File: src/sv/teq_pkg.sv
// ----------------------------------------------------------------------------
// teq_pkg
// Shared types and constants for the timer expiry queue.
// ----------------------------------------------------------------------------
package teq_pkg;

  typedef enum logic [1:0] {
    OP_ADD    = 2'd0,
    OP_CANCEL = 2'd1,
    OP_TICK   = 2'd2,
    OP_NONE   = 2'd3
  } op_e;

  typedef enum logic [1:0] {
    STAT_OK        = 2'd0,
    STAT_FULL      = 2'd1,
    STAT_NOT_FOUND = 2'd2
  } status_e;

  localparam logic KIND_STATUS = 1'b0;
  localparam logic KIND_EXPIRY = 1'b1;

  // Most timers reported by one tick, and the widths of its list.
  localparam int unsigned MaxResults = 16;
  localparam int unsigned ResIdxW    = 4;
  localparam int unsigned ResCntW    = 5;

  typedef struct packed {
    op_e         op;
    logic [31:0] tid;
    logic [63:0] exp;
    logic [63:0] intv;
    logic [63:0] now;
  } cmd_t;

  typedef enum logic [6:0] {
    ST_IDLE      = 7'b0000001,
    ST_ADD_SCAN  = 7'b0000010,
    ST_CAN_SCAN  = 7'b0000100,
    ST_PICK_SCAN = 7'b0001000,
    ST_PICK_DONE = 7'b0010000,
    ST_MIN_SCAN  = 7'b0100000,
    ST_EMIT      = 7'b1000000
  } state_e;

endpackage

File: src/sv/teq_ram.sv
// ----------------------------------------------------------------------------
// teq_ram
// Generic single-write, single-read RAM with registered read data.
// ----------------------------------------------------------------------------
module teq_ram #(
  parameter int unsigned Width = 8,
  parameter int unsigned Depth = 16,
  localparam int unsigned AddrW = $clog2(Depth)
) (
  input  logic             clk_i,
  input  logic             we_i,
  input  logic [AddrW-1:0] waddr_i,
  input  logic [Width-1:0] wdata_i,
  input  logic [AddrW-1:0] raddr_i,
  output logic [Width-1:0] rdata_o
);

  logic [Width-1:0] mem [Depth];

  always_ff @(posedge clk_i) begin
    if (we_i) begin
      mem[waddr_i] <= wdata_i;
    end
    rdata_o <= mem[raddr_i];
  end

endmodule

File: src/sv/teq_front.sv
// ----------------------------------------------------------------------------
// teq_front
// Accepts input words, decodes the opcode and holds them in a two-entry queue.
// ----------------------------------------------------------------------------
module teq_front
  import teq_pkg::*;
(
  input  logic        clk_i,
  input  logic        rst_ni,
  input  logic        push,
  output logic        full,
  input  logic [1:0]  opcode_i,
  input  logic [31:0] timer_id_i,
  input  logic [63:0] expire_at_i,
  input  logic [63:0] repeat_interval_i,
  input  logic [63:0] now_time_i,
  output logic        cmd_vld_o,
  output cmd_t        cmd_o,
  input  logic        cmd_pop_i
);

  cmd_t       buf_q [2];
  logic       wptr_q, wptr_d, rptr_q, rptr_d;
  logic [1:0] cnt_q, cnt_d;
  logic       wr, rd;
  cmd_t       cmd_in;

  always_comb begin
    cmd_in      = '0;
    case (opcode_i)
      2'd0:    cmd_in.op = OP_ADD;
      2'd1:    cmd_in.op = OP_CANCEL;
      2'd2:    cmd_in.op = OP_TICK;
      default: cmd_in.op = OP_NONE;
    endcase
    cmd_in.tid  = timer_id_i;
    cmd_in.exp  = expire_at_i;
    cmd_in.intv = repeat_interval_i;
    cmd_in.now  = now_time_i;
  end

  assign full      = (cnt_q == 2'd2);
  assign cmd_vld_o = (cnt_q != 2'd0);
  assign cmd_o     = buf_q[rptr_q];
  assign wr        = push && !full;
  assign rd        = cmd_pop_i && cmd_vld_o;

  always_comb begin
    wptr_d = wr ? !wptr_q : wptr_q;
    rptr_d = rd ? !rptr_q : rptr_q;
    cnt_d  = cnt_q + {1'b0, wr} - {1'b0, rd};
  end

  always_ff @(posedge clk_i or negedge rst_ni) begin
    if (!rst_ni) begin
      wptr_q <= 1'b0;
      rptr_q <= 1'b0;
      cnt_q  <= 2'd0;
    end else begin
      wptr_q <= wptr_d;
      rptr_q <= rptr_d;
      cnt_q  <= cnt_d;
    end
  end

  always_ff @(posedge clk_i) begin
    if (wr) begin
      buf_q[wptr_q] <= cmd_in;
    end
  end

endmodule

File: src/sv/teq_back.sv
// ----------------------------------------------------------------------------
// teq_back
// Timer table engine: scans the slot RAMs one or more times per step and emits results.
// ----------------------------------------------------------------------------
module teq_back
  import teq_pkg::*;
#(
  parameter int unsigned DEPTH = 16
) (
  input  logic        clk_i,
  input  logic        rst_ni,
  input  logic        cmd_vld_i,
  input  cmd_t        cmd_i,
  output logic        cmd_pop_o,
  output logic        empty,
  input  logic        pop,
  output logic        kind_o,
  output logic [1:0]  status_o,
  output logic [31:0] result_id_o,
  output logic        armed_o,
  output logic [63:0] next_deadline_o,
  output logic        last_o
);

  localparam int unsigned IW = $clog2(DEPTH);
  localparam int unsigned CW = $clog2(DEPTH + 1);

  state_e            state_q, state_d;
  logic [CW-1:0]     cnt_q, cnt_d;
  cmd_t              cmd_q;
  logic [31:0]       idc_q, idc_d, cur_id_q, cur_id_d;
  logic [DEPTH-1:0]  valid_q, valid_d, picked_q, picked_d;
  logic              found_q, found_d, dup_q, dup_d;
  logic [IW-1:0]     bidx_q, bidx_d;
  logic [63:0]       bexp_q, bexp_d, bint_q, bint_d;
  logic [31:0]       bid_q, bid_d;

  logic [31:0]       res_id_q   [MaxResults];
  logic              res_kind_q [MaxResults];
  logic [1:0]        res_stat_q [MaxResults];
  logic [ResCntW-1:0] nres_q, nres_d, eidx_q, eidx_d;
  logic              res_we;
  logic [31:0]       res_wid;
  logic              res_wkind;
  logic [1:0]        res_wstat;
  logic              armed_q, armed_d;
  logic [63:0]       dl_q, dl_d;

  logic              out_vld_q, out_ld, out_last;
  logic              out_kind_q, out_last_q;
  logic [1:0]        out_stat_q;
  logic [31:0]       out_id_q;
  logic [63:0]       out_dl_q;
  logic              out_armed_q;

  logic [IW-1:0]     raddr, waddr, pidx;
  logic              proc, scan_last;
  logic [63:0]       exp_rd, int_rd, exp_wd;
  logic [31:0]       id_rd;
  logic              exp_we, int_we, id_we;
  logic [64:0]       rearm_sum;
  logic              elig, key_less;

  assign scan_last = (cnt_q == CW'(DEPTH));
  assign proc      = (cnt_q != '0);
  assign pidx      = IW'(cnt_q - CW'(1));
  assign raddr     = scan_last ? '0 : cnt_q[IW-1:0];
  assign rearm_sum = {1'b0, cmd_q.now} + {1'b0, bint_q};
  assign elig      = valid_q[pidx] && !picked_q[pidx] && (exp_rd <= cmd_q.now);
  assign key_less  = (exp_rd < bexp_q) || ((exp_rd == bexp_q) && (id_rd < bid_q));

  teq_ram #(.Width(64), .Depth(DEPTH)) u_exp_ram (
    .clk_i, .we_i(exp_we), .waddr_i(waddr), .wdata_i(exp_wd),
    .raddr_i(raddr), .rdata_o(exp_rd)
  );
  teq_ram #(.Width(64), .Depth(DEPTH)) u_int_ram (
    .clk_i, .we_i(int_we), .waddr_i(waddr), .wdata_i(cmd_q.intv),
    .raddr_i(raddr), .rdata_o(int_rd)
  );
  teq_ram #(.Width(32), .Depth(DEPTH)) u_id_ram (
    .clk_i, .we_i(id_we), .waddr_i(waddr), .wdata_i(cur_id_q),
    .raddr_i(raddr), .rdata_o(id_rd)
  );

  assign cmd_pop_o = (state_q == ST_IDLE) && cmd_vld_i;

  always_comb begin
    state_d   = state_q;
    cnt_d     = cnt_q;
    idc_d     = idc_q;
    cur_id_d  = cur_id_q;
    valid_d   = valid_q;
    picked_d  = picked_q;
    found_d   = found_q;
    dup_d     = dup_q;
    bidx_d    = bidx_q;
    bexp_d    = bexp_q;
    bint_d    = bint_q;
    bid_d     = bid_q;
    nres_d    = nres_q;
    eidx_d    = eidx_q;
    armed_d   = armed_q;
    dl_d      = dl_q;
    res_we    = 1'b0;
    res_wid   = '0;
    res_wkind = KIND_STATUS;
    res_wstat = STAT_OK;
    exp_we    = 1'b0;
    int_we    = 1'b0;
    id_we     = 1'b0;
    waddr     = bidx_q;
    exp_wd    = cmd_q.exp;
    out_ld    = 1'b0;
    out_last  = (eidx_q == nres_q - ResCntW'(1));

    case (state_q)
      ST_IDLE: begin
        cnt_d   = '0;
        found_d = 1'b0;
        dup_d   = 1'b0;
        nres_d  = '0;
        eidx_d  = '0;
        if (cmd_vld_i) begin
          case (cmd_i.op)
            OP_ADD: begin
              // take the id now, and advance the counter, skipping zero
              cur_id_d = idc_q;
              idc_d    = (idc_q == 32'hFFFF_FFFF) ? 32'd1 : idc_q + 32'd1;
              state_d  = ST_ADD_SCAN;
            end
            OP_CANCEL: state_d = ST_CAN_SCAN;
            OP_TICK: begin
              picked_d = '0;
              state_d  = ST_PICK_SCAN;
            end
            default: begin
              res_we  = 1'b1;
              nres_d  = ResCntW'(1);
              state_d = ST_MIN_SCAN;
            end
          endcase
        end
      end

      ST_ADD_SCAN: begin
        cnt_d = cnt_q + CW'(1);
        if (proc) begin
          if (!valid_q[pidx]) begin
            if (!found_q) begin
              found_d = 1'b1;
              bidx_d  = pidx;
            end
          end else if (id_rd == cur_id_q) begin
            dup_d = 1'b1;
          end
        end
        if (scan_last) begin
          res_we = 1'b1;
          nres_d = ResCntW'(1);
          waddr  = bidx_d;
          if (found_d && !dup_d) begin
            exp_we          = 1'b1;
            int_we          = 1'b1;
            id_we           = 1'b1;
            valid_d[bidx_d] = 1'b1;
            res_wid         = cur_id_q;
          end else begin
            res_wstat = STAT_FULL;
          end
          cnt_d   = '0;
          found_d = 1'b0;
          state_d = ST_MIN_SCAN;
        end
      end

      ST_CAN_SCAN: begin
        cnt_d = cnt_q + CW'(1);
        if (proc && !found_q && valid_q[pidx] && (id_rd == cmd_q.tid)) begin
          found_d = 1'b1;
          bidx_d  = pidx;
        end
        if (scan_last) begin
          res_we  = 1'b1;
          nres_d  = ResCntW'(1);
          res_wid = cmd_q.tid;
          if (found_d) begin
            valid_d[bidx_d] = 1'b0;
          end else begin
            res_wstat = STAT_NOT_FOUND;
          end
          cnt_d   = '0;
          found_d = 1'b0;
          state_d = ST_MIN_SCAN;
        end
      end

      ST_PICK_SCAN: begin
        cnt_d = cnt_q + CW'(1);
        // strict compare keeps the lower slot on equal keys
        if (proc && elig && (!found_q || key_less)) begin
          found_d = 1'b1;
          bidx_d  = pidx;
          bexp_d  = exp_rd;
          bid_d   = id_rd;
          bint_d  = int_rd;
        end
        if (scan_last) begin
          cnt_d = '0;
          if (found_d) begin
            state_d = ST_PICK_DONE;
          end else begin
            if (nres_q == '0) begin
              res_we = 1'b1;
              nres_d = ResCntW'(1);
            end
            state_d = ST_MIN_SCAN;
          end
        end
      end

      ST_PICK_DONE: begin
        res_we           = 1'b1;
        res_wid          = bid_q;
        res_wkind        = KIND_EXPIRY;
        picked_d[bidx_q] = 1'b1;
        if (bint_q != '0) begin
          exp_we = 1'b1;
          exp_wd = rearm_sum[64] ? '1 : rearm_sum[63:0];
        end else begin
          valid_d[bidx_q] = 1'b0;
        end
        nres_d  = nres_q + ResCntW'(1);
        cnt_d   = '0;
        found_d = 1'b0;
        state_d = (nres_q == ResCntW'(MaxResults - 1)) ? ST_MIN_SCAN : ST_PICK_SCAN;
      end

      ST_MIN_SCAN: begin
        cnt_d = cnt_q + CW'(1);
        if (proc && valid_q[pidx] && (!found_q || (exp_rd < bexp_q))) begin
          found_d = 1'b1;
          bexp_d  = exp_rd;
        end
        if (scan_last) begin
          armed_d = found_d;
          dl_d    = found_d ? bexp_d : '0;
          eidx_d  = '0;
          state_d = ST_EMIT;
        end
      end

      ST_EMIT: begin
        if (!out_vld_q || pop) begin
          out_ld = 1'b1;
          eidx_d = eidx_q + ResCntW'(1);
          if (out_last) begin
            // empty the list so the next step fills it from entry zero
            nres_d  = '0;
            state_d = ST_IDLE;
          end
        end
      end

      default: state_d = ST_IDLE;
    endcase
  end

  always_ff @(posedge clk_i or negedge rst_ni) begin
    if (!rst_ni) begin
      state_q   <= ST_IDLE;
      idc_q     <= 32'd1;
      valid_q   <= '0;
      picked_q  <= '0;
      cnt_q     <= '0;
      found_q   <= 1'b0;
      dup_q     <= 1'b0;
      nres_q    <= '0;
      eidx_q    <= '0;
      out_vld_q <= 1'b0;
    end else begin
      state_q  <= state_d;
      idc_q    <= idc_d;
      valid_q  <= valid_d;
      picked_q <= picked_d;
      cnt_q    <= cnt_d;
      found_q  <= found_d;
      dup_q    <= dup_d;
      nres_q   <= nres_d;
      eidx_q   <= eidx_d;
      if (out_ld) begin
        out_vld_q <= 1'b1;
      end else if (pop) begin
        out_vld_q <= 1'b0;
      end
    end
  end

  always_ff @(posedge clk_i) begin
    if (cmd_pop_o) begin
      cmd_q <= cmd_i;
    end
    cur_id_q <= cur_id_d;
    bidx_q   <= bidx_d;
    bexp_q   <= bexp_d;
    bint_q   <= bint_d;
    bid_q    <= bid_d;
    armed_q  <= armed_d;
    dl_q     <= dl_d;
    if (res_we) begin
      res_id_q[nres_q[ResIdxW-1:0]]   <= res_wid;
      res_kind_q[nres_q[ResIdxW-1:0]] <= res_wkind;
      res_stat_q[nres_q[ResIdxW-1:0]] <= res_wstat;
    end
    if (out_ld) begin
      out_id_q    <= res_id_q[eidx_q[ResIdxW-1:0]];
      out_kind_q  <= res_kind_q[eidx_q[ResIdxW-1:0]];
      out_stat_q  <= res_stat_q[eidx_q[ResIdxW-1:0]];
      out_last_q  <= out_last;
      out_armed_q <= armed_q;
      out_dl_q    <= dl_q;
    end
  end

  assign empty           = !out_vld_q;
  assign kind_o          = out_kind_q;
  assign status_o        = out_stat_q;
  assign result_id_o     = out_id_q;
  assign armed_o         = out_armed_q;
  assign next_deadline_o = out_dl_q;
  assign last_o          = out_last_q;

endmodule

File: src/sv/timer_expiry_queue.sv
// ----------------------------------------------------------------------------
// timer_expiry_queue
// Table of DEPTH timers with add, cancel and tick; reports expiries in order.
// ----------------------------------------------------------------------------
// Before the first result word, add and cancel make one table scan and the
// deadline scan, an unknown opcode only the deadline scan; a tick repeats its
// pick scan until no due timer is left or the list of 16 is full, then makes
// the deadline scan. Throughput is one word at a time, bounded by the full-table
// scans through the single read port of the slot RAMs (one entry per cycle).
// Reset: all slots invalid, id counter at 1, queues empty; no clearing pass.
// ----------------------------------------------------------------------------
module timer_expiry_queue
  import teq_pkg::*;
#(
  parameter int unsigned DEPTH = 16
) (
  input  logic        clk_i,
  input  logic        rst_ni,
  input  logic        push,
  output logic        full,
  input  logic [1:0]  opcode_i,
  input  logic [31:0] timer_id_i,
  input  logic [63:0] expire_at_i,
  input  logic [63:0] repeat_interval_i,
  input  logic [63:0] now_time_i,
  output logic        empty,
  input  logic        pop,
  output logic        kind_o,
  output logic [1:0]  status_o,
  output logic [31:0] result_id_o,
  output logic        armed_o,
  output logic [63:0] next_deadline_o,
  output logic        last_o
);

  // front: decode and hold up to two words while the back is busy; full holds off the sender
  cmd_t cmd;
  logic cmd_vld, cmd_pop;

  teq_front u_front (
    .clk_i, .rst_ni, .push, .full,
    .opcode_i, .timer_id_i, .expire_at_i, .repeat_interval_i, .now_time_i,
    .cmd_vld_o(cmd_vld), .cmd_o(cmd), .cmd_pop_i(cmd_pop)
  );

  // back: scan the slot table per step, build the result list, then drain it
  // through a registered output word
  teq_back #(.DEPTH(DEPTH)) u_back (
    .clk_i, .rst_ni,
    .cmd_vld_i(cmd_vld), .cmd_i(cmd), .cmd_pop_o(cmd_pop),
    .empty, .pop,
    .kind_o, .status_o, .result_id_o, .armed_o, .next_deadline_o, .last_o
  );

endmodule

File: config.mk
export PLATFORM = sky130hd
export DESIGN_NAME = timer_expiry_queue
export DESIGN_NICKNAME = d
export VERILOG_FILES = /design/src/sv/teq_pkg.sv /design/src/sv/teq_ram.sv /design/src/sv/teq_front.sv /design/src/sv/teq_back.sv /design/src/sv/timer_expiry_queue.sv
export SDC_FILE = /design/constraint.sdc
export NUM_CORES = 2
export LEC_CHECK = 0
export BUFFER_PORTS_ARGS = -buffer_cell sky130_fd_sc_hd__clkbuf_2
export CORE_UTILIZATION = 55
export CTS_CLUSTER_SIZE = 40
export DETAILED_ROUTE_END_ITERATION = 8
export PLACE_DENSITY = 0.83
export SYNTH_ARGS = -nofsm -noshare
export SYNTH_HDL_FRONTEND = slang
export SYNTH_SLANG_ARGS = --single-unit
File: constraint.sdc
create_clock -name clk_i -period 17.05 [get_ports clk_i]
set_input_delay 3.41 -clock clk_i [delete_from_list [all_inputs] [get_ports clk_i]]
set_output_delay 3.41 -clock clk_i [all_outputs]
set_load 0.05 [all_outputs]
==> results.json <==
{
  "critical_path_buf_inv_count": 4,
  "ir_worst_vdd_mv": 0.202,
  "grt_pass1_wl_mm": 668,
  "multi_input_area_um2": 39700,
  "setup_viol": 0,
  "cts-resized-gates": 0,
  "synth_most_common_cell": "edfxtp_1",
  "drive_gt1_frac": 0.166,
  "postCtsSetupBuffers": 0,
  "grt_pass1_vias": 102649,
  "cp-end-kind": "flop",
  "start_util": 0.553,
  "worst-r2r-cell-count": 11,
  "fmax_ghz": 0.117,
  "cp.required_ns": 17.58,
  "grt_start_max_net_pins": 179,
  "r2r_setup_slack_ns": 8.48,
  "die_y_um": 562,
  "area_delta_synth_final_pct": 11.8,
  "rsz0062_at_grt": "false",
  "hpwlAfterDp_mm": 273,
  "cts_buffer_depth": 4,
  "first_pass_iters": 9,
  "cts_made_buffers": 414,
  "worstMarginPinSlew_ns": 1.54,
  "rows": 205,
  "critical_path.slowest_cell": "dfrtp_4",
  "yosysSeqAreaShare": 0.755,
  "drt_wl_total_mm": 464,
  "p_leak_nw": 65.3,
  "antenna_found_initial": 33,
  "setup-tns-final_ns": 0,
  "finalHoldViolations": 0,
  "globalRouteOverflowTotal": 0,
  "finClkSkew_ns": 0.126,
  "yosysTopAreaCellShare": 0.723,
  "syn_inst": 10724,
  "nets": 11505,
  "hold-path-cell-count": 0,
  "synthTopCellsByCount": "edfxtp_1 (4158), nor2_1 (1015), a21oi_1 (825), nand2_1 (781), clkbuf_1 (558)",
  "period_needed_ns": 8.57,
  "crit_chain": "buf_4 -> buf_4 -> mux4_2 -> mux4_2 -> nor3_2 -> and3_1 -> a31o_2 -> nand2_1 -> nor2_4 -> buf_4 -> buf_4",
  "route.vias.total": 102770,
  "synth_edf_count": 4158,
  "coreArea_um2": 312000,
  "ys_ff_latch": 4411,
  "worstReg2RegStart": "u_back.cnt_q[0]$_DFFE_PN0P_",
  "drc": 0,
  "seq_area_um2": 130000,
  "max_stage_delay_ns": 0.99,
  "io_buffers": 332,
  "critPathMostFrequentCell": "buf_4",
  "clock-root-buffer": "clkbuf_16",
  "critPathLaunchType": "flop",
  "cts_sinks": 4411,
  "postLayoutCellArea_um2": 193000,
  "critPathMaxFanout": 87,
  "period_share": 0.502,
  "power_density_nw_per_um2": 167,
  "hp-start": "u_back.dl_q[11]$_SDFFCE_PN0P_",
  "holdCritPathClass": "reg2reg",
  "holdPathEnd": "u_back.next_deadline_o[11]$_DFFE_PP_",
  "slew_viol_final": 17,
  "violations": "capacitance limit, slew limit",
  "grt_usage": 0.287,
  "async_flop_share": 0.0211,
  "r2r_end": "u_back.u_int_ram.mem[2][5]$_DFFE_PP_",
  "die_w_um": 562,
  "clkSlewWorstSetupHoldPaths_ns": 0.06,
  "place_area_um2": 179000,
  "cp.arrival_ns": 9.10,
  "avgSynthCellArea_um2": 16.1,
  "post-route-util": 0.619,
  "cts-htree-levels": 5,
  "cts_hold_buf": 0,
  "io_pins": 333,
  "syn_area_um2": 173000,
  "status": "finished, violations left",
  "holdWs_ns": 0.401,
  "synth_nets": 11191,
  "wire_per_inst_um": 29.8,
  "final_antenna_net_count": 0,
  "yosys_warnings": 0,
  "synth.area.top_cells": "edfxtp_1 (72%), mux4_2 (4.5%), a21oi_1 (2.4%)",
  "yosysTopAreaCell": "edfxtp_1",
  "gp_congestion": 0.967,
  "clk-insertion-delay-late_ns": 1.01,
  "drt_iter0_markers": 14654,
  "via_per_inst": 6.61,
  "critPathKind": "reg2reg",
  "ys.flop_type": "edfxtp_1",
  "yosysUniqueCellTypes": 94,
  "die_area_um2": 316000,
  "relSlewSlack": -0.0296,
  "cts_tree": "built",
  "maxCapViolations": 1,
  "fillers": 20544,
  "cp_top_family": "buffers and inverters"
}
-- metrics by stage --
step	power [W]	instances	setup slack (ns)
finish	0.0322	15555	8.48
global route	0.0331	15535	8.23
CTS	0.0320	15532	8.66
detailed placement	0.0227	14761	8.73
global placement	0.0223	14760	8.91
floorplan	0.0196	10724	3.37
-- placed cells by master (no fill, tap or decap), types with 71 or more instances in the layout --
master,instances
edfxtp_1,4158
dfxtp_1,160
a21oi_1,809
clkinv_2,79
a211oi_1,329
o21ai_0,111
a31oi_1,180
nand2_1,779
o22ai_1,325
clkbuf_2,331
xor2_1,92
a21o_1,91
inv_1,232
clkbuf_16,415
clkbuf_1,89
nand4_1,71
ha_1,236
dfrtp_1,83
nor2_1,977
a311oi_1,163
mux4_2,344
buf_4,183
mux2_2,285
-- routing by layer --
layer	track usage	routed length, um	up-vias
met5	0	258	-
met4	0.150	26100	32
met3	0.0773	57700	1349
met2	0.457	219000	7608
met1	0.364	161000	51169
li1	-	-	42612
-- how the worst max path moves through the flow --
stage / from / end / slack, ns / cells after the start
2_1_floorplan: push / u_front.buf_q[0][0]$_DFFE_PP_ / 3.37 / 2
3_3_place_gp: u_back.cnt_q[0]$_DFFE_PN0P_ / u_back.u_int_ram.mem[2][5]$_DFFE_PP_ / 8.91 / 11
3_5_place_dp: u_back.cnt_q[0]$_DFFE_PN0P_ / u_back.u_int_ram.mem[2][5]$_DFFE_PP_ / 8.73 / 11
4_1_cts: u_back.cnt_q[0]$_DFFE_PN0P_ / u_back.u_int_ram.mem[2][5]$_DFFE_PP_ / 8.66 / 11
5_1_grt: u_back.cnt_q[0]$_DFFE_PN0P_ / u_back.u_int_ram.mem[2][53]$_DFFE_PP_ / 8.23 / 11
6_report: u_back.cnt_q[0]$_DFFE_PN0P_ / u_back.u_int_ram.mem[2][5]$_DFFE_PP_ / 8.48 / 11
-- kinds of logic (layout without fill, tap and decap cells) --
group | after synthesis | in the layout | synth area share
flip-flops | 4411 | 4411 | 0.755
other | 0 | 22 | 0
adder cells (fa/ha/maj) | 237 | 237 | 0.0172
AND/OR/NAND/NOR | 2125 | 2125 | 0.0512
buffers and inverters | 858 | 1527 | 0.0190
AO/OA/AOI/OAI | 2281 | 2281 | 0.0846
XOR/XNOR | 159 | 159 | 0.00811
multiplexers | 653 | 653 | 0.0650
-- layout make-up --
| class | instances | area share |
|---|---|---|
| clock inverter | 241 | 0.0139 |
| sequential | 4411 | 0.675 |
| antenna | 22 | 0.000285 |
| inverter | 235 | 0.00461 |
| clock buffer | 530 | 0.0574 |
| tap | 4140 | 0.0268 |
| timing repair buffer | 521 | 0.0164 |
| multi-input combinational | 5455 | 0.205 |
-- registers in the layout, indices dropped and copies added, names as in the netlist, 64 cells and up --
name / count
u_back.bint_q: 64
u_back.u_exp_ram.rdata_o: 64
u_back.next_deadline_o: 64
u_back.cmd_q: 224
u_back.u_id_ram.mem: 512
u_back.u_exp_ram.mem: 1024
u_back.u_int_ram.rdata_o: 64
u_back.u_int_ram.mem: 1024
u_back.bexp_q: 64
u_back.res_id_q: 512
u_front.buf_q: 452
u_back.dl_q: 64
-- worst register-to-register path, stage by stage, from the launching register on --
cell     delay (ns)
dfrtp_4        0.99
buf_4          0.86
buf_4          0.84
mux4_2         0.63
mux4_2         0.55
nor3_2         0.75
and3_1         0.71
a31o_2         0.30
nand2_1        0.23
nor2_4         0.89
buf_4          0.71
buf_4          0.65
-- power breakdown --
group | switching, W | internal [W]
clock | 0.00406 | 0.00525
combinational | 0.00527 | 0.00241
sequential | 0.00142 | 0.0138
Note: power is estimated with default switching activity, not from simulation.
